[src/sv/chxy_pkg.sv]
// Shared types, widths and the arctangent table for the compass heading pipeline.
// Has no dependencies; every other file in this folder uses it.
package chxy_pkg;

	// Vector datapath: 16-bit sample scaled by 2^20 plus headroom for the CORDIC gain.
	localparam int IN_W     = 16;
	localparam int VEC_FRAC = 20;
	localparam int VEC_W    = 40;

	// Angle accumulator: signed degrees with 16 fraction bits.
	localparam int ANG_FRAC = 16;
	localparam int ANG_W    = 27;

	// Output format: degrees with 7 fraction bits.
	localparam int OUT_W    = 16;
	localparam int OUT_FRAC = 7;

	localparam int TABLE_LEN      = 24;
	localparam int ITERATIONS_DEF = 16;

	localparam logic signed [ANG_W-1:0] QUARTER_TURN = ANG_W'(90 * 65536);
	localparam logic signed [ANG_W-1:0] FULL_TURN    = ANG_W'(360 * 65536);
	localparam logic signed [ANG_W-1:0] ROUND_HALF   =
		ANG_W'(1 << (ANG_FRAC - OUT_FRAC - 1));
	localparam logic [OUT_W-1:0]        OUT_FULL     = OUT_W'(46080);

	// Payload handed from one pipeline cell to the next.
	typedef struct packed {
		logic                    zero;
		logic signed [VEC_W-1:0] x;
		logic signed [VEC_W-1:0] y;
		logic signed [ANG_W-1:0] z;
	} vec_t;

	// atan(2^-i) in degrees times 2^16, rounded to nearest.
	function automatic logic signed [ANG_W-1:0] atan_deg(input int idx);
		logic signed [ANG_W-1:0] r;
		case (idx)
			0:  r = ANG_W'(2949120);
			1:  r = ANG_W'(1740967);
			2:  r = ANG_W'(919879);
			3:  r = ANG_W'(466945);
			4:  r = ANG_W'(234379);
			5:  r = ANG_W'(117304);
			6:  r = ANG_W'(58666);
			7:  r = ANG_W'(29335);
			8:  r = ANG_W'(14668);
			9:  r = ANG_W'(7334);
			10: r = ANG_W'(3667);
			11: r = ANG_W'(1833);
			12: r = ANG_W'(917);
			13: r = ANG_W'(458);
			14: r = ANG_W'(229);
			15: r = ANG_W'(115);
			16: r = ANG_W'(57);
			17: r = ANG_W'(29);
			18: r = ANG_W'(14);
			19: r = ANG_W'(7);
			20: r = ANG_W'(4);
			21: r = ANG_W'(2);
			22: r = ANG_W'(1);
			default: r = '0;
		endcase
		return r;
	endfunction

endpackage

[src/sv/chxy_prerot.sv]
// Input stage: scales the sample pair and rotates it into the right half plane.
// Depends on chxy_pkg.
module chxy_prerot (
	input  logic                                 clk,
	input  logic                                 arst_n,
	input  logic                                 in_valid,
	input  logic signed [chxy_pkg::IN_W-1:0]     field_x,
	input  logic signed [chxy_pkg::IN_W-1:0]     field_y,
	output logic                                 valid_s1,
	output chxy_pkg::vec_t                       vec_s1
);

	logic signed [chxy_pkg::VEC_W-1:0] sx, sy;
	chxy_pkg::vec_t                    nxt;

	// Sign-extend and scale by 2^20.
	assign sx = {{(chxy_pkg::VEC_W - chxy_pkg::IN_W - chxy_pkg::VEC_FRAC){field_x[chxy_pkg::IN_W-1]}},
		field_x, {chxy_pkg::VEC_FRAC{1'b0}}};
	assign sy = {{(chxy_pkg::VEC_W - chxy_pkg::IN_W - chxy_pkg::VEC_FRAC){field_y[chxy_pkg::IN_W-1]}},
		field_y, {chxy_pkg::VEC_FRAC{1'b0}}};

	// Quarter-turn pre-rotation; y = 0 on the negative x axis counts as upper half.
	always_comb begin
		nxt.zero = (field_x == '0) && (field_y == '0);
		nxt.x    = sx;
		nxt.y    = sy;
		nxt.z    = '0;
		if (sx < 0) begin
			if (sy >= 0) begin
				nxt.x = sy;
				nxt.y = -sx;
				nxt.z = chxy_pkg::QUARTER_TURN;
			end else begin
				nxt.x = -sy;
				nxt.y = sx;
				nxt.z = -chxy_pkg::QUARTER_TURN;
			end
		end
	end

	always_ff @(posedge clk or negedge arst_n) begin
		if (!arst_n) begin
			valid_s1 <= 1'b0;
		end else begin
			valid_s1 <= in_valid;
		end
	end

	always_ff @(posedge clk) begin
		vec_s1 <= nxt;
	end

endmodule

[config.mk]
export PLATFORM = sky130hd
export DESIGN_NAME = chxy_prerot
export DESIGN_NICKNAME = d
export VERILOG_FILES = /design/src/sv/chxy_pkg.sv /design/src/sv/chxy_prerot.sv
export SDC_FILE = /design/constraint.sdc
export NUM_CORES = 1
export LEC_CHECK = 0
export BUFFER_PORTS_ARGS = -buffer_cell sky130_fd_sc_hd__buf_2
export CELL_PAD_IN_SITES_DETAIL_PLACEMENT = 0
export CELL_PAD_IN_SITES_GLOBAL_PLACEMENT = 1
export CORE_MARGIN = 2
export CORE_UTILIZATION = 30
export DETAILED_ROUTE_END_ITERATION = 12
export GPL_ROUTABILITY_DRIVEN = 0
export PLACE_DENSITY_LB_ADDON = 0.1
export SYNTH_ARGS = -nofsm -noshare
export SYNTH_HDL_FRONTEND = slang
export SYNTH_SLANG_ARGS = --single-unit
[constraint.sdc]
create_clock -name clk -period 0.8 [get_ports clk]
set_input_delay 0.08 -clock clk [delete_from_list [all_inputs] [get_ports clk]]
set_output_delay 0.08 -clock clk [all_outputs]
set_load 0.005 [all_outputs]
==> results by group <==
Detailed routing
  • DRC: 0
  • Via Count: about 2200
  • Antenna-violating nets left: 0
  • 1st-pass router iterations: 4
  • Per-cell routed wire length: roughly 13 um
  • Total wire length: 6.625 mm
  • Post-DR vias/cell: between 4 and 5
  • DR iter-0 viols: between 60 and 70

Worst setup path
  • Worst Path Max Fanout: 6
  • Worst Path Arrival: ~1.4 ns
  • Crit path buffers/inverters: 2
  • Largest stage delay on the critical path: approximately 0.53 ns
  • Crit Path Class: in -> reg
  • Endpoint class of the critical path: flip-flop
  • Worst EP required: between 0.9 and 1 ns
  • Cell family with most CP delay: simple AND/OR/NAND/NOR gates
  • CP startpoint kind: input port
  • Critical-path cell list: buf_12 -> inv_12 -> ha_4 -> or4b_4 -> o41ai_2 -> xor2_1 -> a21oi_1
  • Critical-path top delay cell: or4b_4

Synth
  • #FFs+latches synth: 44
  • XOR/XNOR Fraction of Synth Area: 0.08227
  • Ys Warns: 0
  • Main synth FF type: dfxtp_1
  • Synth Area in Adders: 0.01022
  • Netlist cell types: between 40 and 50
  • Synth Area in Simple Gates: 0.1467
  • Cells after Synth: approximately 290
  • Number of flops mapped to enable cells by yosys: 0
  • Ys async rst share: 0.02273
  • Synth Area in Compound Gates: 0.1415
  • Largest family of logic cells by synthesized area: buffers and inverters
  • Avg Inst Size Synth: approximately 8.5 um^2
  • Seq/Total Area, Yosys: 0.3618
  • Mux contribution to synthesized area: 0.008176
  • Post-Syn Area: 0.002449 mm^2

Clock tree
  • Longest Clk Path Bufs: 2
  • H-tree depth: 2
  • TritonCTS clock tree: done
  • Sink Count: 44
  • Reg clk slew, reported paths: 0.09 ns
  • Clk root buf: clkbuf_8
  • Num CTS Buffers: 5

Global route
  • Tot GR Track Use: 0.1463
  • Largest net degree at the start of global routing: between 40 and 50
  • Initial antenna violation count: 0
  • Vias in the first global route: around 2100
  • First-pass GRT wire length: around 10 mm
  • Grt ovf: 0

STA
  • Fmax: slightly above 800 MHz
  • RSZ-0062 raised after global routing: yes
  • Tcrit/Tclk final: 1.518
  • Max Slew Vio Count: 0
  • Tmin final: between 1 and 1.5 ns
  • Setup ws final: -0.4146 ns
  • Final hold violation count: 0
  • Final hold slack: between 0.05 and 0.06 ns
  • Final number of setup-violating endpoints: 47

Layout
  • Synth-to-Final Area Change: 55.08%
  • Share of layout cells above drive strength 1: 0.4941
  • Nets: roughly 460
  • Post-Layout Inst Area: roughly 0.0038 mm^2
  • Antenna Cells: 0
  • Fill cells: 793

Placed design
  • DP Wirelength: between 5 and 6 mm
  • Buffers on Ports: 86
  • Cell Area, Placed: roughly 0.0032 mm^2

Die
  • FP Rows: 32
  • Ports: 144
  • Initial Utilization: 0.3136
  • Die X-Extent: approximately 94 um
  • Die footprint: 0.008901 mm^2
  • Core area: between 0.007 and 0.008 mm^2
  • Die H: about 94 um

Run status
  • Violated checks: negative setup slack
  • Status: finished, violations left

Power
  • Leakage: 1.770 nW
  • PwrDens: approximately 1400 mW/mm^2
  • Peak supply drop: ~670 uV

Min path
  • Hold Crit Class: in -> reg

Flow run
  • MaxCap Viol Count: 0
synth_stat cells, drive strengths merged (3+ instances only):
library cell | number | area [um^2]
a21oi | 29 | 145.1
xor2 | 8 | 70.07
nor2 | 39 | 146.4
o41ai | 4 | 50.05
buf | 70 | 520.5
nand2 | 3 | 11.26
nand4 | 3 | 18.77
dfxtp | 43 | 860.8
inv | 11 | 41.29
a41oi | 3 | 26.28
a31oi | 7 | 43.79
o21ai | 6 | 30.03
clkbuf | 12 | 45.04
nor3 | 4 | 20.02
xnor2 | 15 | 131.4
nor4 | 5 | 52.55
through the flow:
| stage | setup TNS (ns) | power, mW | setup WS (ns) | utilization | instances |
|---|---|---|---|---|---|
| 4_1_cts | -5.701 | 5.231 | -0.3848 | 0.4583 | 519 |
| 3_5_place_dp | -14.84 | 3.674 | -0.7793 | 0.4115 | 503 |
| 2_1_floorplan | -7.253 | 3.251 | -0.6070 | - | 346 |
| 3_3_place_gp | -14.65 | 3.670 | -0.7545 | 0.4115 | 503 |
| 6_report | -5.873 | 5.247 | -0.4146 | 0.4864 | 525 |
| 5_1_grt | -8.601 | 5.571 | -0.4614 | 0.4864 | 525 |
cell usage in the layout, fill, tap and decap left out, types with 2 or more instances in the layout:
cell | synthesis | final
a21oi_2 | 0 | 2
o21ai_2 | 0 | 4
a41oi_2 | 0 | 3
inv_12 | 0 | 2
buf_4 | 66 | 50
mux2i_1 | 2 | 2
inv_1 | 11 | 6
buf_6 | 1 | 32
clkbuf_8 | 0 | 5
dfxtp_2 | 0 | 14
clkinv_2 | 0 | 2
nor4_4 | 1 | 4
xor2_1 | 8 | 8
o41ai_4 | 0 | 2
buf_8 | 0 | 5
dlygate4sd3_1 | 0 | 3
conb_1 | 1 | 60
nor2_1 | 39 | 38
o41ai_2 | 2 | 2
a31oi_4 | 0 | 2
nand4_1 | 3 | 3
ha_4 | 0 | 2
nor3_1 | 4 | 4
buf_2 | 2 | 58
a21oi_1 | 29 | 27
o21ai_0 | 4 | 2
dfxtp_1 | 43 | 28
xnor2_1 | 15 | 15
buf_12 | 0 | 3
a31oi_1 | 7 | 4
nand2_1 | 3 | 3
layer usage:
layer | track usage | vias up | wire (um)
li1 | - | 1116 | -
met1 | 0.1856 | 994 | 2838
met2 | 0.2494 | 84 | 3259
met3 | 0.02394 | 5 | 444
met4 | 0.05435 | 0 | 82
met5 | 0 | - | 0
final cells by class:
type	instances	area, um^2	area share
Clock buffer	5	68.82	0.01812
Clock inverter	3	18.77	0.004942
Inverter	11	73.82	0.01944
Multi-Input combinational cell	209	1410	0.3713
Sequential cell	44	907.1	0.2389
Tap cell	102	127.6	0.03361
Timing Repair Buffer	151	1191	0.3137
where the power goes:
part / total (mW) / switching (mW) / internal [mW]
logic: 1.42 / 0.676 / 0.746
clock network: 1.39 / 0.779 / 0.609
registers: 2.44 / 0.0561 / 2.38
sequential cells by signal (all words and copies together), names as in the netlist:
name      flops
vec_s1       43
valid_s1      1
timing repair:
| item | in CTS | in global routing |
|---|---|---|
| setup endpoints to repair | 75 | 76 |
| buffers inserted | 6 | 5 |
| hold endpoints to repair | 3 | 1 |
| resized for setup | 56 | 38 |
| hold buffers | 2 | 1 |
| pin swaps | 25 | 37 |
| gates cloned | 0 | 0 |
cells by family (layout without fill, tap and decap cells):
group                      count (synthesis)  in the layout
DFF                                       44             44
buffers and inverters                     93            170
adders and majority gates                  2              2
AOI/OAI and AO/OA                         54             54
muxes                                      2              2
xor gates and xnor gates                  23             23
and+or+nand+nor                           68             68
other                                      1             60
worst paths after layout:
kind / endpoint / startpoint / slack, ns / depth (start not counted)
min in group asynchronous: valid_s1$_DFF_PN0_ / arst_n / 0.07 / 2
max: vec_s1[101]$_DFF_P_ / field_y[0] / -0.41 / 7
min: vec_s1[87]$_DFF_P_ / field_x[0] / 0.06 / 3
max in group asynchronous: valid_s1$_DFF_PN0_ / arst_n / 0.65 / 2
Power figures use the tool's default switching activity.
