File: src/sv/chxy_pkg.sv
// Shared types, widths and the arctangent table for the compass heading pipeline.
// Has no dependencies; every other file in this folder uses it.
package chxy_pkg;

	// Vector datapath: 16-bit sample scaled by 2^20 plus headroom for the CORDIC gain.
	localparam int IN_W     = 16;
	localparam int VEC_FRAC = 20;
	localparam int VEC_W    = 40;

	// Angle accumulator: signed degrees with 16 fraction bits.
	localparam int ANG_FRAC = 16;
	localparam int ANG_W    = 27;

	// Output format: degrees with 7 fraction bits.
	localparam int OUT_W    = 16;
	localparam int OUT_FRAC = 7;

	localparam int TABLE_LEN      = 24;
	localparam int ITERATIONS_DEF = 16;

	localparam logic signed [ANG_W-1:0] QUARTER_TURN = ANG_W'(90 * 65536);
	localparam logic signed [ANG_W-1:0] FULL_TURN    = ANG_W'(360 * 65536);
	localparam logic signed [ANG_W-1:0] ROUND_HALF   =
		ANG_W'(1 << (ANG_FRAC - OUT_FRAC - 1));
	localparam logic [OUT_W-1:0]        OUT_FULL     = OUT_W'(46080);

	// Payload handed from one pipeline cell to the next.
	typedef struct packed {
		logic                    zero;
		logic signed [VEC_W-1:0] x;
		logic signed [VEC_W-1:0] y;
		logic signed [ANG_W-1:0] z;
	} vec_t;

	// atan(2^-i) in degrees times 2^16, rounded to nearest.
	function automatic logic signed [ANG_W-1:0] atan_deg(input int idx);
		logic signed [ANG_W-1:0] r;
		case (idx)
			0:  r = ANG_W'(2949120);
			1:  r = ANG_W'(1740967);
			2:  r = ANG_W'(919879);
			3:  r = ANG_W'(466945);
			4:  r = ANG_W'(234379);
			5:  r = ANG_W'(117304);
			6:  r = ANG_W'(58666);
			7:  r = ANG_W'(29335);
			8:  r = ANG_W'(14668);
			9:  r = ANG_W'(7334);
			10: r = ANG_W'(3667);
			11: r = ANG_W'(1833);
			12: r = ANG_W'(917);
			13: r = ANG_W'(458);
			14: r = ANG_W'(229);
			15: r = ANG_W'(115);
			16: r = ANG_W'(57);
			17: r = ANG_W'(29);
			18: r = ANG_W'(14);
			19: r = ANG_W'(7);
			20: r = ANG_W'(4);
			21: r = ANG_W'(2);
			22: r = ANG_W'(1);
			default: r = '0;
		endcase
		return r;
	endfunction

endpackage

File: src/sv/chxy_cell.sv
// One CORDIC vectoring micro-rotation with a fixed shift, registered at its output.
// Depends on chxy_pkg.
module chxy_cell #(
	parameter int IDX = 0
) (
	input  logic           clk,
	input  logic           arst_n,
	input  logic           valid_i,
	input  chxy_pkg::vec_t vec_i,
	output logic           valid_s1,
	output chxy_pkg::vec_t vec_s1
);

	localparam logic signed [chxy_pkg::ANG_W-1:0] ANGLE = chxy_pkg::atan_deg(IDX);

	logic signed [chxy_pkg::VEC_W-1:0] xs, ys;
	chxy_pkg::vec_t                    nxt;

	// Arithmetic shifts are floor shifts on two's complement.
	assign xs = vec_i.x >>> IDX;
	assign ys = vec_i.y >>> IDX;

	// Rotate toward the x axis and track the angle.
	always_comb begin
		nxt.zero = vec_i.zero;
		if (vec_i.y > 0) begin
			nxt.x = vec_i.x + ys;
			nxt.y = vec_i.y - xs;
			nxt.z = vec_i.z + ANGLE;
		end else begin
			nxt.x = vec_i.x - ys;
			nxt.y = vec_i.y + xs;
			nxt.z = vec_i.z - ANGLE;
		end
	end

	always_ff @(posedge clk or negedge arst_n) begin
		if (!arst_n) begin
			valid_s1 <= 1'b0;
		end else begin
			valid_s1 <= valid_i;
		end
	end

	always_ff @(posedge clk) begin
		vec_s1 <= nxt;
	end

endmodule

File: config.mk
export PLATFORM = sky130hd
export DESIGN_NAME = chxy_cell
export DESIGN_NICKNAME = d
export VERILOG_FILES = /design/src/sv/chxy_pkg.sv /design/src/sv/chxy_cell.sv
export SDC_FILE = /design/constraint.sdc
export NUM_CORES = 1
export LEC_CHECK = 0
export ABC_AREA = 0
export BUFFER_PORTS_ARGS = -buffer_cell sky130_fd_sc_hd__buf_2
export CORE_ASPECT_RATIO = 0.5
export CORE_MARGIN = 2
export CORE_UTILIZATION = 56
export DETAILED_ROUTE_END_ITERATION = 8
export PLACE_DENSITY = 0.91
export SETUP_SLACK_MARGIN = 0.1
export SLEW_MARGIN = 10
export SYNTH_ARGS = -nofsm -noshare
export SYNTH_HDL_FRONTEND = slang
export SYNTH_SLANG_ARGS = --single-unit
File: constraint.sdc
create_clock -name clk -period 0.8 [get_ports clk]
set_input_delay 0.04 -clock clk [delete_from_list [all_inputs] [get_ports clk]]
set_output_delay 0.04 -clock clk [all_outputs]
set_load 0.05 [all_outputs]
==> results.tsv, run 1 <==
metric	value	unit
status	aborted with a tool error	
stage reached	clock tree synthesis	
Err	[ERROR DPL-0038] Utilization greater than 100%, impossible to legalize	
Port Buffers	219	
Post-CTS Setup Bufs	75	
sequential share of the synthesized area	22.3	%
Netlist cell types	76	
syn avg cell area	7.62	um^2
top cells by area, synth	dfxtp_1 22%, ha_1 16%, a21oi_1 9.3%	
die width	190	um
Gate Count Post-Synth	1274	
Mapped Area	9710	um^2
Post-synth ARST share	0.926	%
clock root cell	clkbuf_16	
share of the synthesized area in the top cell type	22.1	%
count of state elements after synthesis	108	
Placer Congestion	1.16	
cts hold-fix bufs	22	
most frequent cell after synthesis	a21oi_1	
FP Rows	33	
Die Ht	97.1	um
maximum clock path buffer count	2	
clock sinks	108	
H-tree levels	3	
CTS Buf Count	9	
Ys Warns	0	
Resized Gates After CTS	779	
Top FF cell, synth	dfxtp_1	
I/O Pins	220	
most area-hungry cell type in the Yosys netlist	dfxtp_1	
most frequent cells after synthesis	180 x a21oi_1, 126 x ha_1, 120 x inv_1, 107 x dfxtp_1, 100 x o21ai_0	
Detailed Place HPWL	39.8	mm
syn_nets	1515	
EDFF count, synth	0	
initial core utilization	58.2	%
metrics by stage:
step	setup slack, ps	TNS, ps	cells	cell area, um^2	hold WS (ps)
2_1_floorplan	-1560	-89790	1274	10700	-256
3_3_place_gp	-1960	-143530	2114	15100	-183
3_5_place_dp	-2150	-155220	2114	15100	-181
logic make-up after synthesis:
kind of cell               share of synthesized area (%)
AOI/OAI and AO/OA                                   28.1
xor gates and xnor gates                            7.76
adders and majority gates                           17.1
buffers and inverters                               7.32
DFF                                                 22.3
muxes                                               1.86
and+or+nand+nor                                     15.6
==> run 2: changes to the inputs <==
--- a/config.mk
+++ b/config.mk
@@ -7,12 +7,10 @@
 export LEC_CHECK = 0
 export ABC_AREA = 0
 export BUFFER_PORTS_ARGS = -buffer_cell sky130_fd_sc_hd__buf_2
-export CORE_ASPECT_RATIO = 0.5
 export CORE_MARGIN = 2
-export CORE_UTILIZATION = 56
+export CORE_UTILIZATION = 40
 export DETAILED_ROUTE_END_ITERATION = 8
-export PLACE_DENSITY = 0.91
-export SETUP_SLACK_MARGIN = 0.1
+export PLACE_DENSITY_LB_ADDON = 0.15
 export SLEW_MARGIN = 10
 export SYNTH_ARGS = -nofsm -noshare
 export SYNTH_HDL_FRONTEND = slang
==> results.tsv, run 2 <==
metric	value	unit	change
status	finished with violations		was aborted with a tool error
failing checks	negative setup slack		
Hold Path Sink	vec_s1[17]		
largest net degree at the start of global routing	20		
CP delay by family, top	simple AND/OR/NAND/NOR gates		
crit path DAT	2790	ps	
worst path required time	1090	ps	
syn avg cell area	7.62	um^2	unchanged
Detailed Place HPWL	33.3	mm	was 39.8 mm
fin cells	2389		
Largest Register	vec_s1		
Avg WL per Cell	21.5	um	
TritonCTS clock tree	yes		
max reg flops	107		
biggest regs	vec_s1 x107, valid_s1 x1		
FP Rows	57		was 33
Total Power	33.5	mW	
Placer Congestion	0.930		was 1.16
nets@finish	2301		
sequential share of the synthesized area	22.3	%	unchanged
slew at the pin closest to its max-slew limit	539	ps	
EDFF count, synth	0		unchanged
headroom to the max-slew limit	64.0	%	
vias in the first global route	12600		
Crit-path slowest cell	nor4_4		
Finished Cell Area	20300	um^2	
GRT overflow	0		
most common cell after layout, fill and taps aside	buf_4		
Final Setup Violations	197		
worst path bufs/invs	4		
Gate Count Post-Synth	1274		unchanged
Die Ht	160	um	was 97.1 um
Ys Warns	0		unchanged
count of state elements after synthesis	108		unchanged
most frequent cells in the layout	506 x buf_4, 136 x buf_6, 107 x a21oi_1, 106 x dfxtp_2, 97 x inv_1		
Placed Area	15500	um^2	was 15100 um^2
setup ws final	-1700	ps	
layout cells sized above 1	63.1	%	
DR vias	13500		
worst hold path depth	2		
Netlist cell types	76		unchanged
most frequent cell after synthesis	a21oi_1		unchanged
minimum clock period	2500	ps	
Top FF cell, synth	dfxtp_1		unchanged
final WL	51.4	mm	
H-tree levels	3		unchanged
Slew Viols, Final	0		
setup_tns	-119510	ps	
clock root cell	clkbuf_16		unchanged
layout filler cell count	1354		
Final Hold Viols	0		
CTS Buf Count	9		unchanged
maximum clock path buffer count	2		unchanged
GR Util All Layers	33.3	%	
Residual DRC	0		
clock sinks	108		unchanged
Post-synth ARST share	0.926	%	unchanged
Leak	9.21	nW	
Peak VDD IR	1.47	mV	
die width	160	um	was 190 um
top cells by area, synth	dfxtp_1 22%, ha_1 16%, a21oi_1 9.3%		unchanged
Crit Path Max Fanout	4		
cell breakdown of the critical path	buf_8 > nor4_4 > buf_4 > nand4_1 > nor3_2 > or2_4 > buf_4 > buf_4 > fa_2 > a21oi_2 > nor2_1 > nor2_1 > o21bai_1 > a21oi_2 > o21ai_2 > a21o_1 > a21oi_2 > xnor2_1		
hold_sp	vec_i[17]		
remaining antenna violation count after routing	0		
synth-to-layout area growth	109	%	
fmax	400	MHz	
most area-hungry cell type in the Yosys netlist	dfxtp_1		unchanged
Core Box Area	24100	um^2	
crit share post-route	313	%	
hold_ws	28.1	ps	
Clk pin slew, worst setup/hold paths	90	ps	
initial antenna violation count	0		
first-pass GRT wire length	67.5	mm	
RSZ-0062 raised after global routing	true		
Multi-input gate area	9310	um^2	
antenna fix cells	0		
drt pass-1 iters	8		
post-placement cell count	2246		was 2114
CP Class	in -> reg		
Mapped Area	9710	um^2	unchanged
syn_nets	1515		unchanged
Port Buffers	219		unchanged
I/O Pins	220		unchanged
MaxCap Viol Count	0		
total die area	25500	um^2	
Post-Route Utilization	84.3	%	
Place WS	-2080	ps	was -2150 ps
crit end category	flip-flop		
initial core utilization	40.3	%	was 58.2%
Hold Crit Class	in -> reg		
most frequent cells after synthesis	180 x a21oi_1, 126 x ha_1, 120 x inv_1, 107 x dfxtp_1, 100 x o21ai_0		unchanged
slowest stage delay, CP	280	ps	
Critical Path Source Type	input pin		
register area	2300	um^2	
DR vias/cell	5.64		
Pwr per Cell Area	1650	nW/um^2	
share of the synthesized area in the top cell type	22.1	%	unchanged
Starting DRT DRC Count	1316		
run 2: what timing repair did:
| item | in CTS | in global routing |
|---|---|---|
| hold endpoints to repair | 22 | 0 |
| pin swaps | 107 | 164 |
| gates cloned | 5 | 6 |
| buffers inserted | 47 | 64 |
| setup endpoints to repair | 197 | 197 |
| hold buffers | 23 | 0 |
| resized for setup | 380 | 602 |
run 2: final cells by class:
class	count	share of cell area (%)
multi-input combinational	984	45.8
timing repair buffer	831	36.8
sequential	108	11.3
inverter	126	2.70
tap	324	2.00
clock buffer	10	1.13
clock inverter	6	0.277
run 2: layer usage:
layer / GRT usage (%) / vias up / share of wire, %
li1: - / 6081 / -
met1: 43.6 / 6469 / 39
met2: 55.1 / 766 / 49
met3: 5.87 / 159 / 8.0
met4: 12.2 / 0 / 4.0
met5: 0 / - / 0
run 2: worst max path at each step:
stage	start	end	slack (ps)	cells after the start
global placement	vec_i[52]	vec_s1[26]	-2040	17
floorplan	vec_i[33]	vec_s1[106]	-1560	12
global route	vec_i[38]	vec_s1[26]	-1770	17
CTS	vec_i[60]	vec_s1[25]	-1490	16
detailed placement	vec_i[52]	vec_s1[26]	-2080	17
finish	vec_i[60]	vec_s1[26]	-1700	18
run 2: cells by family after synthesis:
| logic type | after synthesis | synth area share [%] |
|---|---|---|
| AOI/OAI and AO/OA | 443 | 28.1 |
| and+or+nand+nor | 307 | 15.6 |
| buffers and inverters | 182 | 7.32 |
| adders and majority gates | 130 | 17.1 |
| DFF | 108 | 22.3 |
| xor gates and xnor gates | 86 | 7.76 |
| muxes | 18 | 1.86 |
run 2: power by group:
group | total (mW) | internal [mW] | switching, mW
sequential | 7.46 | 6.76 | 0.705
clock | 4.76 | 2.19 | 2.56
combinational | 21.3 | 9.65 | 11.6
Power figures use the tool's default switching activity.
