### config.mk
export PLATFORM = sky130hd
export DESIGN_NAME = chxy_post
export DESIGN_NICKNAME = d
export VERILOG_FILES = /design/src/sv/chxy_pkg.sv /design/src/sv/chxy_post.sv
export SDC_FILE = /design/constraint.sdc
export NUM_CORES = 1
export LEC_CHECK = 0
export BUFFER_PORTS_ARGS = -buffer_cell sky130_fd_sc_hd__buf_2
export CORE_MARGIN = 5
export CORE_UTILIZATION = 31
export CTS_BUF_LIST = sky130_fd_sc_hd__clkbuf_4 sky130_fd_sc_hd__clkbuf_8 sky130_fd_sc_hd__clkbuf_16
export DETAILED_ROUTE_END_ITERATION = 8
export PLACE_DENSITY = 0.78
export SYNTH_ARGS = -nofsm -noshare
export SYNTH_HDL_FRONTEND = slang
export SYNTH_SLANG_ARGS = --single-unit
### constraint.sdc
create_clock -name clk -period 0.8 [get_ports clk]
set_input_delay 0.08 -clock clk [delete_from_list [all_inputs] [get_ports clk]]
set_output_delay 0.08 -clock clk [all_outputs]
set_load 0.01 [all_outputs]
### src/sv/chxy_pkg.sv
// Shared types, widths and the arctangent table for the compass heading pipeline.
// Has no dependencies; every other file in this folder uses it.
package chxy_pkg;

	// Vector datapath: 16-bit sample scaled by 2^20 plus headroom for the CORDIC gain.
	localparam int IN_W     = 16;
	localparam int VEC_FRAC = 20;
	localparam int VEC_W    = 40;

	// Angle accumulator: signed degrees with 16 fraction bits.
	localparam int ANG_FRAC = 16;
	localparam int ANG_W    = 27;

	// Output format: degrees with 7 fraction bits.
	localparam int OUT_W    = 16;
	localparam int OUT_FRAC = 7;

	localparam int TABLE_LEN      = 24;
	localparam int ITERATIONS_DEF = 16;

	localparam logic signed [ANG_W-1:0] QUARTER_TURN = ANG_W'(90 * 65536);
	localparam logic signed [ANG_W-1:0] FULL_TURN    = ANG_W'(360 * 65536);
	localparam logic signed [ANG_W-1:0] ROUND_HALF   =
		ANG_W'(1 << (ANG_FRAC - OUT_FRAC - 1));
	localparam logic [OUT_W-1:0]        OUT_FULL     = OUT_W'(46080);

	// Payload handed from one pipeline cell to the next.
	typedef struct packed {
		logic                    zero;
		logic signed [VEC_W-1:0] x;
		logic signed [VEC_W-1:0] y;
		logic signed [ANG_W-1:0] z;
	} vec_t;

	// atan(2^-i) in degrees times 2^16, rounded to nearest.
	function automatic logic signed [ANG_W-1:0] atan_deg(input int idx);
		logic signed [ANG_W-1:0] r;
		case (idx)
			0:  r = ANG_W'(2949120);
			1:  r = ANG_W'(1740967);
			2:  r = ANG_W'(919879);
			3:  r = ANG_W'(466945);
			4:  r = ANG_W'(234379);
			5:  r = ANG_W'(117304);
			6:  r = ANG_W'(58666);
			7:  r = ANG_W'(29335);
			8:  r = ANG_W'(14668);
			9:  r = ANG_W'(7334);
			10: r = ANG_W'(3667);
			11: r = ANG_W'(1833);
			12: r = ANG_W'(917);
			13: r = ANG_W'(458);
			14: r = ANG_W'(229);
			15: r = ANG_W'(115);
			16: r = ANG_W'(57);
			17: r = ANG_W'(29);
			18: r = ANG_W'(14);
			19: r = ANG_W'(7);
			20: r = ANG_W'(4);
			21: r = ANG_W'(2);
			22: r = ANG_W'(1);
			default: r = '0;
		endcase
		return r;
	endfunction

endpackage

### src/sv/chxy_post.sv
// Output stage: wraps the angle into one turn and rounds to 7 fraction bits.
// Depends on chxy_pkg.
module chxy_post (
	input  logic                           clk,
	input  logic                           arst_n,
	input  logic                           valid_i,
	input  chxy_pkg::vec_t                 vec_i,
	output logic                           done_s1,
	output logic [chxy_pkg::OUT_W-1:0]     heading_s1
);

	logic signed [chxy_pkg::ANG_W-1:0] zw, zr;
	logic        [chxy_pkg::ANG_W-1:0] r;
	logic        [chxy_pkg::OUT_W-1:0] res;

	// Wrap negative angles, clamp, then round to the output grid.
	always_comb begin
		zw = vec_i.z;
		if (zw < 0) begin
			zw = zw + chxy_pkg::FULL_TURN;
		end
		if (zw < 0) begin
			zw = '0;
		end
		zr  = zw + chxy_pkg::ROUND_HALF;
		r   = chxy_pkg::ANG_W'(zr >>> (chxy_pkg::ANG_FRAC - chxy_pkg::OUT_FRAC));
		res = r[chxy_pkg::OUT_W-1:0];
		if (vec_i.zero || r >= chxy_pkg::ANG_W'(chxy_pkg::OUT_FULL)) begin
			res = '0;
		end
	end

	always_ff @(posedge clk or negedge arst_n) begin
		if (!arst_n) begin
			done_s1 <= 1'b0;
		end else begin
			done_s1 <= valid_i;
		end
	end

	always_ff @(posedge clk) begin
		heading_s1 <= res;
	end

endmodule

==> results.md, run 1 <==
- Status: finished with violations
- Failing checks: negative setup slack
- Commonest non-fill, non-tap cell in the layout: buf_4
- Final period util: 2.369
- Worst setup EP type: register
- N_diodes: 0
- WP buf/inv: 2
- Residual DRC count: 0
- Synthesized area per cell: 9.384 sq um
- Logic pwr share: 0.348
- Die Height: 71.76 um
- Iter 0 DRT Violations: 47
- Synthesized area: 1182 sq um
- Share of post-route cells with drive strength above 1: 0.6186
- Ys async rst share: 0.05882
- Slew Viols, Final: 0
- Layout Cells excl Fill: 263
- Worst path max stage delay: 0.24 ns
- Final GP Congestion: 0.7818
- CTS max path bufs: 2
- Num CTS Buffers: 3
- Port-buffer cells: 39
- P per Cell Area: 1198 nW/um^2
- Worst Path Required: 0.94 ns
- Die footprint: 5150 sq um
- Avg WL per Cell: 11.25 um
- Pre-CTS WS: -1.612 ns
- Clock-pin slew on the worst setup and hold paths: 0.06 ns
- Synth warn: 0
- Core area: 3689 sq um
- NetSw: 0.0006603 W
- Crit Path Max Fanout: 8
- FMAX: 527.7 MHz
- Crit path max-delay family: compound AO/OA/AOI/OAI gates
- Arr. time, crit path: 2.04 ns
- Least-Margin Pin Slew: 0.4154 ns
- Seq pwr share: 0.381
- Clock sink count: 17
- H-tree level count: 1
- Startpoint types: input pin
- CP max stage cell: a211oi_4
- Starting Density: 0.3206
- Routed Wire Length: 2.958 mm
- Tot GR Track Use: 0.1194
- Root Buffer Master: clkbuf_8
- Clock share of power: 0.271
- Most used DFF post-synth: dfxtp_1
- Worst Hold Class: input pin to asynchronous set/reset pin
- Internal power: 0.001721 W
- DIE WIDTH: 71.76 um
- Slew headroom: 0.7211
- Post-synth net total: 239
- Final setup fails: 17
- Rows: 22
- # placed instances: 251
- CTS tree: built
- RSZ-0062 raised after global routing: true
- Fin crit period: 1.895 ns
- Area Overhead vs Synth: 68.15%
- Switch share: 0.2773
- Post-synth cell types: 45
- Sequential element share of the synthesized area: 0.2921
- Max-cap violations: 0
- First-pass GRT wire length: 5.057 mm
- Vias/cell: 4.563
- EDFF count, synth: 0
- Leakage power: 0.9160 nW
- VDD IR max: 363.6 uV
- Top Ports: 128
- Pin count of the biggest net entering global routing: 13
- Initial antenna violation count: 0
- Commonest cells after routing, fill and taps aside: 45 x buf_4, 33 x buf_2, 15 x dfxtp_1
- Vias in the first global route: 1170
- Grt total ovfl: 0
- ANT nets after route: 0
- NumNets Final: 329
- Detailed Place HPWL: 2.438 mm
- Crit path kind: input pin to register
- Cell chain of the critical path: buf_8, a211oi_4, o211ai_1, and2_4, ha_4, nand3_4, xor2_1, o21ai_1, a21oi_2, a22oi_2, o211ai_2, buf_6, nor2_1
- Final-report hold violation count: 0
- Synth Register Bits: 17
- Post-Synthesis Cells: 126
- Via count: 1200
- Setup ws final: -1.095 ns
- DRT Pass-1 Iters: 4
==> layout make-up <==
cell class	instances	area, sq um
fill	340	1700
multi-input combinational	102	893.4
timing repair buffer	89	628.1
sequential	17	346.6
tap	48	60.06
clock buffer	4	48.80
inverter	3	11.26
==> logic make-up after synthesis <==
kind of cell / share of synthesized area
buffers and inverters: 0.04338
adders and majority gates: 0.02116
AOI/OAI and AO/OA: 0.1587
muxes: 0.02751
and+or+nand+nor: 0.3164
xor gates and xnor gates: 0.1407
DFF: 0.2921
==> per-layer routing <==
| metal | global-route usage | vias up | routed length (um) |
|---|---|---|---|
| li1 | - | 624 | - |
| met5 | 0 | - | 0 |
| met4 | 0.04593 | 0 | 29 |
| met2 | 0.2051 | 34 | 1469 |
| met3 | 0.01262 | 2 | 184 |
| met1 | 0.1522 | 540 | 1274 |
==> per-stage QoR <==
| stage | total power [W] | utilization | hold WS (ns) | setup TNS, ns | area [sq um] |
|---|---|---|---|---|---|
| floorplan | 0.001323 | - | -0.2156 | -21.86 | 1234 |
| global placement | 0.001649 | 0.4763 | -0.1452 | -21.78 | 1757 |
| detailed placement | 0.001664 | 0.4763 | -0.1416 | -24.85 | 1757 |
| CTS | 0.002370 | 0.5214 | 0.1189 | -16.94 | 1923 |
| global route | 0.002517 | 0.5390 | 0.1469 | -19.09 | 1988 |
| finish | 0.002382 | 0.5390 | 0.1460 | -16.82 | 1988 |
==> path summary, 6_finish.rpt <==
path,start,endpoint,slack (ns),depth (start not counted)
max,vec_i[20],heading_s1[11]$_SDFF_PP0_,-1.09,13
min in group clk,vec_i[11],heading_s1[2]$_SDFF_PP0_,0.16,3
min,arst_n,done_s1$_DFF_PN0_,0.15,2
max in group asynchronous,arst_n,done_s1$_DFF_PN0_,0.57,2
==> synth_stat cells (3+ instances only) <==
cell type	n	area [sq um]
dfxtp_1	16	320.3
xnor2_1	13	113.9
nand2_1	10	37.54
nor2_2	9	56.30
nor2_1	8	30.03
nand3_1	7	35.03
xor2_1	6	52.55
nand4_1	4	25.02
and3_1	3	18.77
inv_1	3	11.26
nand3b_1	3	22.52
o21ai_0	3	15.01
==> state kept, by name, indices dropped and copies added (netlist names) <==
register and flops:
done_s1 1, heading_s1 16
==> power groups by stage <==
stage / clock, W / combinational, W / sequential (W)
after floorplan: 0 / 0.000366 / 0.000957
after CTS: 0.000661 / 0.000800 / 0.000909
final: 0.000646 / 0.000828 / 0.000908
after detailed placement: 0 / 0.000738 / 0.000927
after global placement: 0 / 0.000723 / 0.000926
after global routing: 0.000701 / 0.000902 / 0.000914
==> timing repair <==
| item | CTS | global route |
|---|---|---|
| gates resized for setup | 14 | 11 |
| setup endpoints to repair | 17 | 18 |
| hold endpoints to repair | 2 | 0 |
| pin swaps | 24 | 16 |
| hold buffers | 2 | 0 |
| buffers inserted | 6 | 4 |
No activity file was read; power rests on OpenSTA's default activity.
==> run 2: changes to the inputs <==
CORE_MARGIN = 1   (was 5)
==> run 2 against run 1 <==
Compared with the run above: the flow still finishes with violations (negative setup slack); sequential power barely moved; largest cell class unchanged; highest routed layer unchanged; non-clock buffer count rose by 3; fmax rose by 4.6%; largest power group unchanged; global-route usage rose by 4.5 points; clock power fell by 2%; worst hold slack got worse by 0.012 ns; first-iteration DRC count fell by 55%; flip-flop and latch count did not move.
==> results.md, run 2 (synthesized netlist as in run 1, its figures left out) <==
- CP max stage cell: o211ai_1
- Tot GR Track Use: 0.1645
- Residual DRC count: 0
- Crit Path Max Fanout: 7
- Arr. time, crit path: 1.96 ns
- Clock sink count: 17
- FMAX: 552.0 MHz
- DIE WIDTH: 63.76 um
- Seq pwr share: 0.376
- Cell chain of the critical path: buf_8, a211oi_4, o211ai_1, and2_4, ha_4, nand3_4, nor3_4, o21ai_2, xnor2_2, a22oi_2, o211ai_2, buf_6, nor2_2
- Startpoint types: input pin
- Clock-pin slew on the worst setup and hold paths: 0.06 ns
- Pre-CTS WS: -1.443 ns
- Setup TNS: -15.82 ns
- Pin count of the biggest net entering global routing: 11
- Num CTS Buffers: 3
- Switch share: 0.2906
- Starting Density: 0.3230
- Logic pwr share: 0.363
- Worst setup EP type: register
- Least-Margin Pin Slew: 0.3073 ns
- Worst path max stage delay: 0.25 ns
- Crit path max-delay family: compound AO/OA/AOI/OAI gates
- Vias/cell: 4.718
- Die footprint: 4065 sq um
- Top Ports: 128
- Storage cell area: 345.3 sq um
- Iter 0 DRT Violations: 21
- Detailed Place HPWL: 2.402 mm
- H-tree level count: 1
- Failing checks: negative setup slack
- Final setup fails: 17
- CTS tree: built
- P per Cell Area: 1176 nW/um^2
- ANT nets after route: 0
- Max-cap violations: 0
- Setup crit end: heading_s1[9]$_SDFF_PP0_
- Port-buffer cells: 39
- Sum of routed wire segments on met1: 1.259 mm
- Commonest non-fill, non-tap cell in the layout: buf_4
- Final-report hold violation count: 0
- CTS max path bufs: 2
- Worst Hold Class: input pin to asynchronous set/reset pin
- Worst Path Required: 0.95 ns
- Core area: 3661 sq um
- Rows: 22
- Vias in the first global route: 1235
- Footprint of the multi-input gates: 928.4 sq um
- Metal2 WL: 1.583 mm
- Slew Viols, Final: 0
- Share of post-route cells with drive strength above 1: 0.6284
- Regs by FF count: heading_s1 x16, done_s1 x1
- Initial antenna violation count: 0
- WP buf/inv: 2
- Avg WL per Cell: 11.59 um
- Top Metal Used: met4
- Cell depth of the worst setup path: 13
- Final GP Congestion: 0.8910
- Max reg flops: 16
- Setup ws final: -1.012 ns
- Internal power: 0.001714 W
- Commonest cells after routing, fill and taps aside: 47 x buf_4, 33 x buf_2, 16 x dfxtp_1
- Layout Cells excl Fill: 266
- Post-layout power: 0.002416 W
- NetSw: 0.0007022 W
- NumNets Final: 332
- Grt total ovfl: 0
- Largest Register: heading_s1
- Slew headroom: 0.7951
- First-pass GRT wire length: 5.244 mm
- DRT Pass-1 Iters: 4
- Root Buffer Master: clkbuf_8
- Leakage power: 0.9397 nW
- Die Height: 63.76 um
- Status: finished with violations
- Routed Wire Length: 3.084 mm
- CP startpoint: vec_i[19]
- WL met3: 155 um
- Final period util: 2.265
- N_diodes: 0
- Crit path kind: input pin to register
- RSZ-0062 raised after global routing: true
- Area Overhead vs Synth: 73.76%
- Clock share of power: 0.261
- Via count: 1255
- Fillers: 305
- Fin crit period: 1.812 ns
- VDD IR max: 555.2 uV
- # placed instances: 255
## run 2: timing repair
item	in CTS	in global routing
endpoints found under the setup margin	17	17
endpoints found under the hold margin	2	0
resized for setup	23	7
buffers inserted	3	2
hold buffers	2	0
pin swaps	30	12
## run 2: final cells by class
class | instances | share of cell area
sequential | 17 | 0.1681
timing repair buffer | 92 | 0.3228
clock inverter | 1 | 0.002436
multi-input combinational | 102 | 0.4519
tap | 48 | 0.02923
clock buffer | 3 | 0.02010
inverter | 3 | 0.005481
## run 2: power by group through the flow
stage	clock network [W]	registers, W	logic, W
final	0.000630	0.000908	0.000878
after global routing	0.000676	0.000912	0.000952
after CTS	0.000648	0.000909	0.000858
after detailed placement	0	0.000928	0.000758
after global placement	0	0.000928	0.000745
after floorplan	0	0.000957	0.000366
## run 2: how the worst min path moves through the flow
stage / start / endpoint
after global routing: arst_n / done_s1$_DFF_PN0_
after global placement: arst_n / done_s1$_DFF_PN0_
after floorplan: arst_n / done_s1$_DFF_PN0_
after CTS: arst_n / done_s1$_DFF_PN0_
after detailed placement: arst_n / done_s1$_DFF_PN0_
final: arst_n / done_s1$_DFF_PN0_
## run 2: routing by layer
layer	GRT usage	up-vias
met5	0	-
li1	-	629
met3	0.02321	8
met1	0.1858	577
met2	0.2979	41
met4	0.08239	0
## run 2: stage by stage
| stage | utilization | instance area (sq um) | hold WS, ns |
|---|---|---|---|
| after floorplan | - | 1234 | -0.2156 |
| after global placement | 0.4915 | 1799 | -0.1448 |
| after global routing | 0.5612 | 2054 | 0.1360 |
| after detailed placement | 0.4915 | 1799 | -0.1437 |
| final | 0.5612 | 2054 | 0.1341 |
| after CTS | 0.5485 | 2008 | 0.1278 |
